`src/hw/rtl/cecpwr_pkg.sv`:
```
package cecpwr_pkg;

  localparam int DEF_MAX_ATTEMPTS = 15;
  localparam int DEF_WAIT_BITS    = 16;

  localparam int CFG_DATA_BITS  = 16;
  localparam int CFG_INDEX_BITS = 3;

  // configuration register indexes
  localparam logic [CFG_INDEX_BITS-1:0] REG_WAKE_LIMIT    = 3'd0;
  localparam logic [CFG_INDEX_BITS-1:0] REG_STANDBY_LIMIT = 3'd1;
  localparam logic [CFG_INDEX_BITS-1:0] REG_SEND_TIMEOUT  = 3'd2;
  localparam logic [CFG_INDEX_BITS-1:0] REG_RETRY_DELAY   = 3'd3;
  localparam logic [CFG_INDEX_BITS-1:0] REG_WAKE_DELAY    = 3'd4;
  localparam logic [CFG_INDEX_BITS-1:0] REG_POWER_TIMEOUT = 3'd5;

  localparam logic [3:0]  RST_WAKE_LIMIT    = 4'd3;
  localparam logic [3:0]  RST_STANDBY_LIMIT = 4'd3;
  localparam logic [15:0] RST_SEND_TIMEOUT  = 16'd1000;
  localparam logic [15:0] RST_RETRY_DELAY   = 16'd200;
  localparam logic [15:0] RST_WAKE_DELAY    = 16'd500;
  localparam logic [15:0] RST_POWER_TIMEOUT = 16'd1000;

  // input event kinds
  localparam logic [2:0] EV_START_ON      = 3'd0;
  localparam logic [2:0] EV_START_STANDBY = 3'd1;
  localparam logic [2:0] EV_START_STATUS  = 3'd2;
  localparam logic [2:0] EV_SEND_DONE     = 3'd3;
  localparam logic [2:0] EV_DELAY_DONE    = 3'd4;
  localparam logic [2:0] EV_POWER_REPLY   = 3'd5;

  // transmit outcomes
  localparam logic [1:0] TX_ACK         = 2'd0;
  localparam logic [1:0] TX_NO_ACK      = 2'd1;
  localparam logic [1:0] TX_EXPIRED     = 2'd2;
  localparam logic [1:0] TX_UNAVAILABLE = 2'd3;

  // power query outcomes
  localparam logic [2:0] QRY_OK               = 3'd0;
  localparam logic [2:0] QRY_NO_ACK           = 3'd1;
  localparam logic [2:0] QRY_SEND_TIMEOUT     = 3'd2;
  localparam logic [2:0] QRY_RESPONSE_TIMEOUT = 3'd3;

  // result codes
  localparam logic [2:0] RC_OK               = 3'd0;
  localparam logic [2:0] RC_INVALID_PHYSICAL = 3'd1;
  localparam logic [2:0] RC_NO_ACK           = 3'd2;
  localparam logic [2:0] RC_SEND_TIMEOUT     = 3'd3;
  localparam logic [2:0] RC_RESPONSE_TIMEOUT = 3'd4;
  localparam logic [2:0] RC_UNAVAILABLE      = 3'd5;

  // output word kinds
  localparam logic [1:0] OUT_SEND  = 2'd0;
  localparam logic [1:0] OUT_DELAY = 2'd1;
  localparam logic [1:0] OUT_QUERY = 2'd2;
  localparam logic [1:0] OUT_FINAL = 2'd3;

  // CEC opcodes and addresses
  localparam logic [7:0] OPC_IMAGE_VIEW_ON   = 8'h04;
  localparam logic [7:0] OPC_STANDBY         = 8'h36;
  localparam logic [7:0] OPC_ACTIVE_SOURCE   = 8'h82;
  localparam logic [7:0] OPC_REPORT_PHYSICAL = 8'h84;
  localparam logic [3:0] LA_TV               = 4'h0;
  localparam logic [3:0] LA_BROADCAST        = 4'hf;
  localparam logic [7:0] POWER_UNKNOWN       = 8'hff;

  localparam logic [2:0] LEN_SHORT  = 3'd2;
  localparam logic [2:0] LEN_ACTIVE = 3'd4;
  localparam logic [2:0] LEN_REPORT = 3'd5;

  typedef enum logic [3:0] {
    PH_IDLE       = 4'd0,
    PH_REPORT     = 4'd1,
    PH_WAKE       = 4'd2,
    PH_WAKE_RETRY = 4'd3,
    PH_WAKE_DELAY = 4'd4,
    PH_ACTIVE     = 4'd5,
    PH_SB_SEND    = 4'd6,
    PH_SB_RETRY   = 4'd7,
    PH_STATUS     = 4'd8
  } phase_t;

endpackage

```
`src/hw/rtl/cec_power_command_sequencer_core.sv`:
```
// CEC power command sequencer: one touch play, standby and power status.
// Input channel (in_valid/in_ready) carries one event word: a start command,
// a transmit outcome, a delay completion or a power status reply. Output
// channel (out_valid/out_ready) carries at most one word per event: a send
// request, a delay request, a power query request or a final result.
// Events with no meaning in the current phase produce no word.
// An accepted event lands in an input register; when that register advances,
// the event is decoded against the phase and counters and its word, if any, is
// written to the output register, which drives out_valid and holds the word
// until it is taken.
// Throughput is one event per cycle, limited by the single output register:
// the event register advances whenever the output register is empty or is
// being taken in the same cycle.
// When the receiver stalls, the output word holds, one more event waits in
// the input register, and in_ready drops.
// Reset (rst, synchronous) returns to idle, clears both registers and loads
// the default limits and timeouts. Write registers through cfg_we/cfg_index/
// cfg_data only while the block is idle.
module cec_power_command_sequencer_core #(
  parameter int MAX_ATTEMPTS = cecpwr_pkg::DEF_MAX_ATTEMPTS,
  parameter int WAIT_BITS    = cecpwr_pkg::DEF_WAIT_BITS
) (
  input  logic                                  clk,
  input  logic                                  rst,
  input  logic                                  cfg_we,
  input  logic [cecpwr_pkg::CFG_INDEX_BITS-1:0] cfg_index,
  input  logic [cecpwr_pkg::CFG_DATA_BITS-1:0]  cfg_data,
  input  logic                                  in_valid,
  output logic                                  in_ready,
  input  logic [2:0]                            kind,
  input  logic [3:0]                            cec_addr,
  input  logic [15:0]                           phys_addr,
  input  logic [7:0]                            dev_type,
  input  logic [1:0]                            send_outcome,
  input  logic [2:0]                            query_outcome,
  input  logic [7:0]                            reported_power,
  output logic                                  out_valid,
  input  logic                                  out_ready,
  output logic [1:0]                            out_kind,
  output logic [7:0]                            header,
  output logic [7:0]                            opcode,
  output logic [7:0]                            operand_a,
  output logic [7:0]                            operand_b,
  output logic [7:0]                            operand_c,
  output logic [2:0]                            message_length,
  output logic [WAIT_BITS-1:0]                  wait_ms,
  output logic [2:0]                            result_code,
  output logic [1:0]                            last_outcome,
  output logic [3:0]                            attempt_count,
  output logic [7:0]                            power_state
);
  import cecpwr_pkg::*;

  localparam logic [3:0] LIMIT_CAP = (MAX_ATTEMPTS > 15) ? 4'd15 : 4'(MAX_ATTEMPTS);

  function automatic logic [3:0] eff_limit(input logic [3:0] r);
    logic [3:0] l;
    l = r;
    if (l > LIMIT_CAP) l = LIMIT_CAP;
    if (l == 4'd0) l = 4'd1;
    return l;
  endfunction

  function automatic logic valid_physical(input logic [15:0] pa);
    logic z3, z2, z1;
    z3 = (pa[15:12] == 4'd0);
    z2 = (pa[11:8] == 4'd0);
    z1 = (pa[7:4] == 4'd0);
    return !(pa == 16'h0000 || pa == 16'hffff ||
             (z3 && pa[11:0] != 12'd0) ||
             (z2 && pa[7:0] != 8'd0) ||
             (z1 && pa[3:0] != 4'd0));
  endfunction

  // configuration
  logic [3:0]  wake_limit;
  logic [3:0]  standby_limit;
  logic [15:0] send_timeout;
  logic [15:0] retry_delay;
  logic [15:0] wake_delay;
  logic [15:0] power_timeout;

  always_ff @(posedge clk) begin
    if (rst) begin
      wake_limit    <= RST_WAKE_LIMIT;
      standby_limit <= RST_STANDBY_LIMIT;
      send_timeout  <= RST_SEND_TIMEOUT;
      retry_delay   <= RST_RETRY_DELAY;
      wake_delay    <= RST_WAKE_DELAY;
      power_timeout <= RST_POWER_TIMEOUT;
    end else if (cfg_we) begin
      unique case (cfg_index)
        REG_WAKE_LIMIT:    wake_limit    <= cfg_data[3:0];
        REG_STANDBY_LIMIT: standby_limit <= cfg_data[3:0];
        REG_SEND_TIMEOUT:  send_timeout  <= cfg_data;
        REG_RETRY_DELAY:   retry_delay   <= cfg_data;
        REG_WAKE_DELAY:    wake_delay    <= cfg_data;
        REG_POWER_TIMEOUT: power_timeout <= cfg_data;
        default: ;
      endcase
    end
  end

  // input register
  logic        ev_valid;
  logic [2:0]  ev_kind;
  logic [3:0]  ev_la;
  logic [15:0] ev_pa;
  logic [7:0]  ev_dt;
  logic [1:0]  ev_tx;
  logic [2:0]  ev_q;
  logic [7:0]  ev_pw;
  logic        advance;

  assign advance  = ev_valid && (!out_valid || out_ready);
  assign in_ready = !ev_valid || advance;

  always_ff @(posedge clk) begin
    if (rst) begin
      ev_valid <= 1'b0;
    end else if (in_ready) begin
      ev_valid <= in_valid;
    end
    if (in_valid && in_ready) begin
      ev_kind <= kind;
      ev_la   <= cec_addr;
      ev_pa   <= phys_addr;
      ev_dt   <= dev_type;
      ev_tx   <= send_outcome;
      ev_q    <= query_outcome;
      ev_pw   <= reported_power;
    end
  end

  // sequencer state
  phase_t      phase, phase_next;
  logic [3:0]  attempts_made, attempts_made_next;
  logic [3:0]  own_address, own_address_next;
  logic [15:0] held_physical, held_physical_next;
  logic [1:0]  wake_outcome, wake_outcome_next;

  logic la_ok, pa_ok, tx_delivered, wake_retry, sb_retry;

  assign la_ok        = (ev_la != 4'd0) && (ev_la != 4'hf);
  assign pa_ok        = valid_physical(ev_pa);
  assign tx_delivered = (ev_tx == TX_ACK) || (ev_tx == TX_NO_ACK);
  assign wake_retry   = (ev_tx != TX_ACK) && (attempts_made < eff_limit(wake_limit));
  assign sb_retry     = attempts_made < eff_limit(standby_limit);

  always_comb begin
    phase_next         = phase;
    attempts_made_next = attempts_made;
    own_address_next   = own_address;
    held_physical_next = held_physical;
    wake_outcome_next  = wake_outcome;
    unique case (phase)
      PH_IDLE: begin
        if (ev_kind <= EV_START_STATUS && la_ok) begin
          own_address_next   = ev_la;
          attempts_made_next = 4'd0;
          if (ev_kind == EV_START_ON) begin
            if (pa_ok) begin
              held_physical_next = ev_pa;
              wake_outcome_next  = TX_UNAVAILABLE;
              phase_next         = PH_REPORT;
            end
          end else if (ev_kind == EV_START_STANDBY) begin
            attempts_made_next = 4'd1;
            phase_next         = PH_SB_SEND;
          end else begin
            phase_next = PH_STATUS;
          end
        end
      end
      PH_REPORT: begin
        if (ev_kind == EV_SEND_DONE) begin
          if (tx_delivered) begin
            attempts_made_next = 4'd1;
            phase_next         = PH_WAKE;
          end else begin
            phase_next = PH_IDLE;
          end
        end
      end
      PH_WAKE: begin
        if (ev_kind == EV_SEND_DONE) begin
          wake_outcome_next = ev_tx;
          if (ev_tx == TX_UNAVAILABLE) phase_next = PH_IDLE;
          else if (wake_retry)         phase_next = PH_WAKE_RETRY;
          else                         phase_next = PH_WAKE_DELAY;
        end
      end
      PH_WAKE_RETRY: begin
        if (ev_kind == EV_DELAY_DONE) begin
          attempts_made_next = attempts_made + 4'd1;
          phase_next         = PH_WAKE;
        end
      end
      PH_WAKE_DELAY: begin
        if (ev_kind == EV_DELAY_DONE) phase_next = PH_ACTIVE;
      end
      PH_ACTIVE: begin
        if (ev_kind == EV_SEND_DONE) phase_next = PH_IDLE;
      end
      PH_SB_SEND: begin
        if (ev_kind == EV_SEND_DONE) begin
          if (ev_tx != TX_ACK && ev_tx != TX_UNAVAILABLE && sb_retry) phase_next = PH_SB_RETRY;
          else                                                        phase_next = PH_IDLE;
        end
      end
      PH_SB_RETRY: begin
        if (ev_kind == EV_DELAY_DONE) begin
          attempts_made_next = attempts_made + 4'd1;
          phase_next         = PH_SB_SEND;
        end
      end
      PH_STATUS: begin
        if (ev_kind == EV_POWER_REPLY) phase_next = PH_IDLE;
      end
      default: phase_next = PH_IDLE;
    endcase
  end

  // result word for the event in the input register
  logic                 res_emit;
  logic [1:0]           res_kind;
  logic [7:0]           res_header, res_opcode, res_a, res_b, res_c;
  logic [2:0]           res_len;
  logic [WAIT_BITS-1:0] res_wait;
  logic [2:0]           res_code;
  logic [1:0]           res_outcome;
  logic [3:0]           res_count;
  logic [7:0]           res_power;

  always_comb begin
    res_emit    = 1'b0;
    res_kind    = OUT_SEND;
    res_header  = 8'd0;
    res_opcode  = 8'd0;
    res_a       = 8'd0;
    res_b       = 8'd0;
    res_c       = 8'd0;
    res_len     = 3'd0;
    res_wait    = '0;
    res_code    = RC_OK;
    res_outcome = TX_ACK;
    res_count   = 4'd0;
    res_power   = 8'd0;
    unique case (phase)
      PH_IDLE: begin
        if (ev_kind <= EV_START_STATUS) begin
          res_emit = 1'b1;
          if (!la_ok || (ev_kind == EV_START_ON && !pa_ok)) begin
            res_kind    = OUT_FINAL;
            res_code    = la_ok ? RC_INVALID_PHYSICAL : RC_UNAVAILABLE;
            res_outcome = TX_UNAVAILABLE;
            res_power   = POWER_UNKNOWN;
          end else if (ev_kind == EV_START_ON) begin
            res_header = {ev_la, LA_BROADCAST};
            res_opcode = OPC_REPORT_PHYSICAL;
            res_a      = ev_pa[15:8];
            res_b      = ev_pa[7:0];
            res_c      = ev_dt;
            res_len    = LEN_REPORT;
            res_wait   = WAIT_BITS'(send_timeout);
          end else if (ev_kind == EV_START_STANDBY) begin
            res_header = {ev_la, LA_TV};
            res_opcode = OPC_STANDBY;
            res_len    = LEN_SHORT;
            res_wait   = WAIT_BITS'(send_timeout);
          end else begin
            res_kind   = OUT_QUERY;
            res_header = {ev_la, 4'd0};
            res_wait   = WAIT_BITS'(power_timeout);
          end
        end
      end
      PH_REPORT: begin
        if (ev_kind == EV_SEND_DONE) begin
          res_emit = 1'b1;
          if (tx_delivered) begin
            res_header = {own_address, LA_TV};
            res_opcode = OPC_IMAGE_VIEW_ON;
            res_len    = LEN_SHORT;
            res_wait   = WAIT_BITS'(send_timeout);
          end else begin
            res_kind    = OUT_FINAL;
            res_code    = (ev_tx == TX_EXPIRED) ? RC_SEND_TIMEOUT : RC_UNAVAILABLE;
            res_outcome = ev_tx;
            res_power   = POWER_UNKNOWN;
          end
        end
      end
      PH_WAKE: begin
        if (ev_kind == EV_SEND_DONE) begin
          res_emit = 1'b1;
          if (ev_tx == TX_UNAVAILABLE) begin
            res_kind    = OUT_FINAL;
            res_code    = RC_UNAVAILABLE;
            res_outcome = ev_tx;
            res_count   = attempts_made;
            res_power   = POWER_UNKNOWN;
          end else begin
            res_kind = OUT_DELAY;
            res_wait = wake_retry ? WAIT_BITS'(retry_delay) : WAIT_BITS'(wake_delay);
          end
        end
      end
      PH_WAKE_RETRY, PH_SB_RETRY: begin
        if (ev_kind == EV_DELAY_DONE) begin
          res_emit   = 1'b1;
          res_header = {own_address, LA_TV};
          res_opcode = (phase == PH_WAKE_RETRY) ? OPC_IMAGE_VIEW_ON : OPC_STANDBY;
          res_len    = LEN_SHORT;
          res_wait   = WAIT_BITS'(send_timeout);
        end
      end
      PH_WAKE_DELAY: begin
        if (ev_kind == EV_DELAY_DONE) begin
          res_emit   = 1'b1;
          res_header = {own_address, LA_BROADCAST};
          res_opcode = OPC_ACTIVE_SOURCE;
          res_a      = held_physical[15:8];
          res_b      = held_physical[7:0];
          res_len    = LEN_ACTIVE;
          res_wait   = WAIT_BITS'(send_timeout);
        end
      end
      PH_ACTIVE: begin
        if (ev_kind == EV_SEND_DONE) begin
          res_emit  = 1'b1;
          res_kind  = OUT_FINAL;
          res_count = attempts_made;
          res_power = POWER_UNKNOWN;
          if (!tx_delivered) begin
            res_code    = (ev_tx == TX_EXPIRED) ? RC_SEND_TIMEOUT : RC_UNAVAILABLE;
            res_outcome = ev_tx;
          end else begin
            // final code follows the last Image View On outcome
            res_outcome = wake_outcome;
            unique case (wake_outcome)
              TX_ACK:         res_code = RC_OK;
              TX_EXPIRED:     res_code = RC_SEND_TIMEOUT;
              TX_UNAVAILABLE: res_code = RC_UNAVAILABLE;
              default:        res_code = RC_NO_ACK;
            endcase
          end
        end
      end
      PH_SB_SEND: begin
        if (ev_kind == EV_SEND_DONE) begin
          res_emit = 1'b1;
          if (ev_tx != TX_ACK && ev_tx != TX_UNAVAILABLE && sb_retry) begin
            res_kind = OUT_DELAY;
            res_wait = WAIT_BITS'(retry_delay);
          end else begin
            res_kind    = OUT_FINAL;
            res_outcome = ev_tx;
            res_count   = attempts_made;
            res_power   = POWER_UNKNOWN;
            unique case (ev_tx)
              TX_ACK:         res_code = RC_OK;
              TX_EXPIRED:     res_code = RC_SEND_TIMEOUT;
              TX_UNAVAILABLE: res_code = RC_UNAVAILABLE;
              default:        res_code = RC_NO_ACK;
            endcase
          end
        end
      end
      PH_STATUS: begin
        if (ev_kind == EV_POWER_REPLY) begin
          res_emit  = 1'b1;
          res_kind  = OUT_FINAL;
          res_count = 4'd1;
          res_power = ev_pw;
          unique case (ev_q)
            QRY_OK: begin
              res_code    = RC_OK;
              res_outcome = TX_ACK;
            end
            QRY_NO_ACK: begin
              res_code    = RC_NO_ACK;
              res_outcome = TX_NO_ACK;
            end
            QRY_SEND_TIMEOUT: begin
              res_code    = RC_SEND_TIMEOUT;
              res_outcome = TX_EXPIRED;
            end
            QRY_RESPONSE_TIMEOUT: begin
              res_code    = RC_RESPONSE_TIMEOUT;
              res_outcome = TX_ACK;
            end
            default: begin
              res_code    = RC_UNAVAILABLE;
              res_outcome = TX_UNAVAILABLE;
            end
          endcase
        end
      end
      default: res_emit = 1'b0;
    endcase
  end

  always_ff @(posedge clk) begin
    if (rst) begin
      phase         <= PH_IDLE;
      attempts_made <= 4'd0;
      own_address   <= 4'd0;
      held_physical <= 16'd0;
      wake_outcome  <= TX_UNAVAILABLE;
    end else if (advance) begin
      phase         <= phase_next;
      attempts_made <= attempts_made_next;
      own_address   <= own_address_next;
      held_physical <= held_physical_next;
      wake_outcome  <= wake_outcome_next;
    end
  end

  // output register
  always_ff @(posedge clk) begin
    if (rst) begin
      out_valid <= 1'b0;
    end else begin
      out_valid <= (advance && res_emit) || (out_valid && !out_ready);
    end
    if (advance && res_emit) begin
      out_kind       <= res_kind;
      header         <= res_header;
      opcode         <= res_opcode;
      operand_a      <= res_a;
      operand_b      <= res_b;
      operand_c      <= res_c;
      message_length <= res_len;
      wait_ms        <= res_wait;
      result_code    <= res_code;
      last_outcome   <= res_outcome;
      attempt_count  <= res_count;
      power_state    <= res_power;
    end
  end

endmodule

```
`config.mk`:
```
export PLATFORM = sky130hd
export DESIGN_NAME = cec_power_command_sequencer_core
export DESIGN_NICKNAME = d
export VERILOG_FILES = /design/src/hw/rtl/cecpwr_pkg.sv /design/src/hw/rtl/cec_power_command_sequencer_core.sv
export SDC_FILE = /design/constraint.sdc
export NUM_CORES = 1
export LEC_CHECK = 0
export ABC_AREA = 1
export BUFFER_PORTS_ARGS = -buffer_cell sky130_fd_sc_hd__buf_2
export CAP_MARGIN = 0
export CORE_UTILIZATION = 57
export CTS_CLUSTER_SIZE = 30
export DETAILED_ROUTE_END_ITERATION = 7
export PLACE_DENSITY = 0.84
export SYNTH_ARGS = -nofsm -noshare
export SYNTH_HDL_FRONTEND = slang
export SYNTH_SLANG_ARGS = --single-unit
export TNS_END_PERCENT = 50
```
`constraint.sdc`:
```
create_clock -name clk -period 3.7 [get_ports clk]
set_input_delay 0.925 -clock clk [delete_from_list [all_inputs] [get_ports clk]]
set_output_delay 0.925 -clock clk [all_outputs]
set_load 0.005 [all_outputs]
```
==> reports/metrics.csv <==
stage,metric,value,unit
die,core,16100,sq um
detailed_routing,dr.pass1.iters,5,
clock_network,cts_hold_buf,0,
clock_network,cts_setup_buffers,0,
clock_network,clk_latency,0.51,ns
detailed_routing,drt-total-wl,22500,um
worst_hold_path,hold_class,reg2reg,
yosys,synth_area_leaders,"edfxtp_1 (36%), dfxtp_1 (22%), nor2_1 (5.6%)",
yosys,synth_top_area_share,35.8,%
placed_design,hpwl,15000,um
die,fp.dieH,131,um
sta,fmax,360,MHz
global_route,grt_start_max_net_pins,79,
worst_hold_path,hold_depth,2,
cells_and_area,multi_input_area,3290,sq um
clock_network,htreeDepth,1,
yosys,synth_flop_cell,edfxtp_1,
sta,tightest_slew,0.841,ns
yosys,synth.distinct_cells,40,
worst_setup_path,r2r_start,phase[2]$_SDFFE_PP0P_,
global_route,grt_usage,26.5,%
power_and_ir_drop,irDropWorstVdd,310,uV
worst_setup_path,reg2reg_slack,0.93,ns
power_and_ir_drop,p_per_area,461,nW/um^2
worst_hold_path,worstHoldEndpoint,power_timeout[8]$_SDFFE_PP1P_,
detailed_routing,drt-initial-drc-count,768,
worst_setup_path,reg2reg_to,wait_ms[7]$_DFFE_PP_,
cells_and_area,antenna_cells,0,
global_route,antenna_found_initial,0,
global_route,grt.overflow.total,0,
cells_and_area,area_growth,16.7,%
yosys,avgSynthCellArea,9.30,sq um
cells_and_area,fin_nets,1234,
clock_network,cts_sinks,217,
yosys,synth_edf_count,113,
cells_and_area,seqCellArea,5480,sq um
die,chipWidth,131,um
detailed_routing,routedWlPerCell,16.3,um
yosys,synthCells,1019,
worst_setup_path,worstSetupStartpointType,register,
die,pin_count,148,
worst_hold_path,min-delay-start,power_timeout[8]$_SDFFE_PP1P_,
placed_design,portBuffers,144,
cells_and_area,layout-drive-gt1-share,20.6,%
clock_network,tritoncts,done,
worst_setup_path,r2r_cells,9,
sta,fin_skew,0.0157,ns
global_route,grt_pass1_wl,35100,um
worst_setup_path,crit_type,reg2reg,
die,start_util,59.0,%
die,dieArea,17100,sq um
die,fp-row-count,46,
sta,tns,0,ns
sta,hold_viol_final,0,
placed_design,globalplace.congestion,0.893,
sta,rsz0062_at_grt,no,
yosys,yosysTopAreaCell,edfxtp_1,
detailed_routing,drc,0,
worst_setup_path,arrival,2.97,ns
worst_setup_path,end_kind,register,
clock_network,cts_buffer_depth,3,
clock_network,cts.clk_slew.worst_paths,0.06,ns
sta,fin_crit_sh,75.0,%
clock_network,cts_resized,0,
yosys,ys_async_sr_fraction,0,%
outcome,status,"complete, no violations",
yosys,syn_area,9480,sq um
detailed_routing,num_vias,7806,
sta,maxSlewViolCount,0,
yosys,yosys_warnings,0,
yosys,ys_seq_elements,217,
sta,holdWs,0.456,ns
power_and_ir_drop,p_leak,0.00482,uW
sta,relSlewSlack,43.9,%
worst_setup_path,crit_required,3.90,ns
sta,setup_violations,0,
clock_network,cts-root-buf,clkbuf_16,
detailed_routing,vias_per_cell,5.64,
yosys,ys_seq_area_share,57.8,%
sta,period_minus_slack,2.77,ns
clock_network,cts_buffers,22,
global_route,grt_pass1_vias,7149,
run,max_cap_violations,0,
cells_and_area,fillers,1219,
detailed_routing,postRouteAntennaNets,0,
worst_setup_path,critical_path.max_fanout,31,
==> worst max path at each step <==
stage,start,to,slack [ns],cells past startpoint
after CTS,phase[2]$_SDFFE_PP0P_,operand_a[0]$_DFFE_PP_,0.97,9
after global placement,phase[2]$_SDFFE_PP0P_,header[4]$_DFFE_PP_,1.05,9
after global routing,phase[2]$_SDFFE_PP0P_,operand_a[0]$_DFFE_PP_,0.75,9
after detailed placement,out_ready,ev_la[2]$_DFFE_PP_,1.01,6
final,phase[2]$_SDFFE_PP0P_,wait_ms[7]$_DFFE_PP_,0.93,9
after floorplan,out_ready,attempt_count[0]$_DFFE_PP_,0.62,6
==> cell type report <==
class | count | share of cell area (%)
sequential | 217 | 49.5
multi-input combinational | 626 | 29.7
timing repair buffer | 157 | 7.74
clock buffer | 34 | 5.93
inverter | 128 | 4.34
tap | 216 | 2.44
clock inverter | 5 | 0.339
==> sequential cells by signal, indices dropped and copies added (netlist names), 5 cells and up <==
register,cells
ev_pa,16
wake_delay,16
operand_b,8
ev_dt,8
operand_c,8
send_timeout,16
power_state,8
power_timeout,16
ev_pw,8
retry_delay,16
header,5
operand_a,8
held_physical,16
wait_ms,16
==> kinds of logic after synthesis <==
family	count (synthesis)	share of synthesized area [%]
AO/OA/AOI/OAI	216	14.1
adder cells (fa/ha/maj)	14	1.85
buffers and inverters	178	7.76
flip-flops	217	57.8
other	1	0.0396
AND/OR/NAND/NOR	393	18.5
==> cells in the final DEF (no fill, tap or decap), drive strengths merged, types with 2 or more instances in the layout <==
master   synthesis  final
a211oi          18     18
a21oi           36     36
buf             22    157
clkbuf          28     34
clkinv           1      6
conb             1      3
dfxtp          104    104
edfxtp         113    113
ha              14     14
inv            127    126
nand2          149    149
nand3           55     55
nand4           25     25
nor2           150    150
nor3             9      9
nor3b            2      2
nor4             2      2
o2111ai         18     18
o211ai          13     13
o21ai          111    111
o22ai           15     15
o31ai            2      2
==> routing by layer <==
layer  up-vias  share of wire (%)  global-route usage, %
li1       3730                  -                      -
met1      3677                 41                   34.4
met2       341                 49                   45.0
met3        58                7.7                   4.36
met4         0                2.4                   9.20
met5         -                  0                      0
==> stage by stage <==
step	cell area (sq um)	power, uW	instances	setup slack (ns)	utilization (%)
floorplan	9490	2910	1021	0.620	-
global placement	10400	3030	1344	1.05	64.6
detailed placement	10400	3040	1344	1.01	64.6
CTS	11100	5120	1383	0.969	68.9
global route	11100	5260	1383	0.746	68.9
finish	11100	5100	1383	0.926	68.9
==> synth_stat cells (6+ instances only) <==
| cell | n |
|---|---|
| a21oi_1 | 36 |
| a211oi_2 | 16 |
| nand4_1 | 24 |
| o2111ai_1 | 18 |
| inv_1 | 116 |
| o22ai_1 | 15 |
| o211ai_1 | 13 |
| clkbuf_1 | 28 |
| inv_2 | 11 |
| dfxtp_1 | 104 |
| buf_4 | 9 |
| nor3_1 | 9 |
| ha_1 | 14 |
| nand3_1 | 53 |
| nand2_2 | 6 |
| edfxtp_1 | 113 |
| nor2_1 | 141 |
| o21ai_0 | 102 |
| o21ai_1 | 9 |
| buf_2 | 9 |
| nand2_1 | 140 |
==> power by group <==
group / total (uW) / internal (uW) / switching [uW] / leakage (uW)
Clock: 2100 / 1220 / 879 / 0.000338
Combinational: 339 / 112 / 227 / 0.00250
Sequential: 2660 / 2620 / 45.2 / 0.00198
==> critical path, cell delays in order, from the launching register on <==
cell     delay [ns]
dfxtp_1        0.45
nand2_1        0.14
nor2_1         0.24
nand4_2        0.48
o21ai_1        0.30
nor2_1         0.06
nand3_1        0.07
nand2_1        0.09
inv_2          0.35
buf_12         0.27
Note: power is estimated with default switching activity, not from simulation.
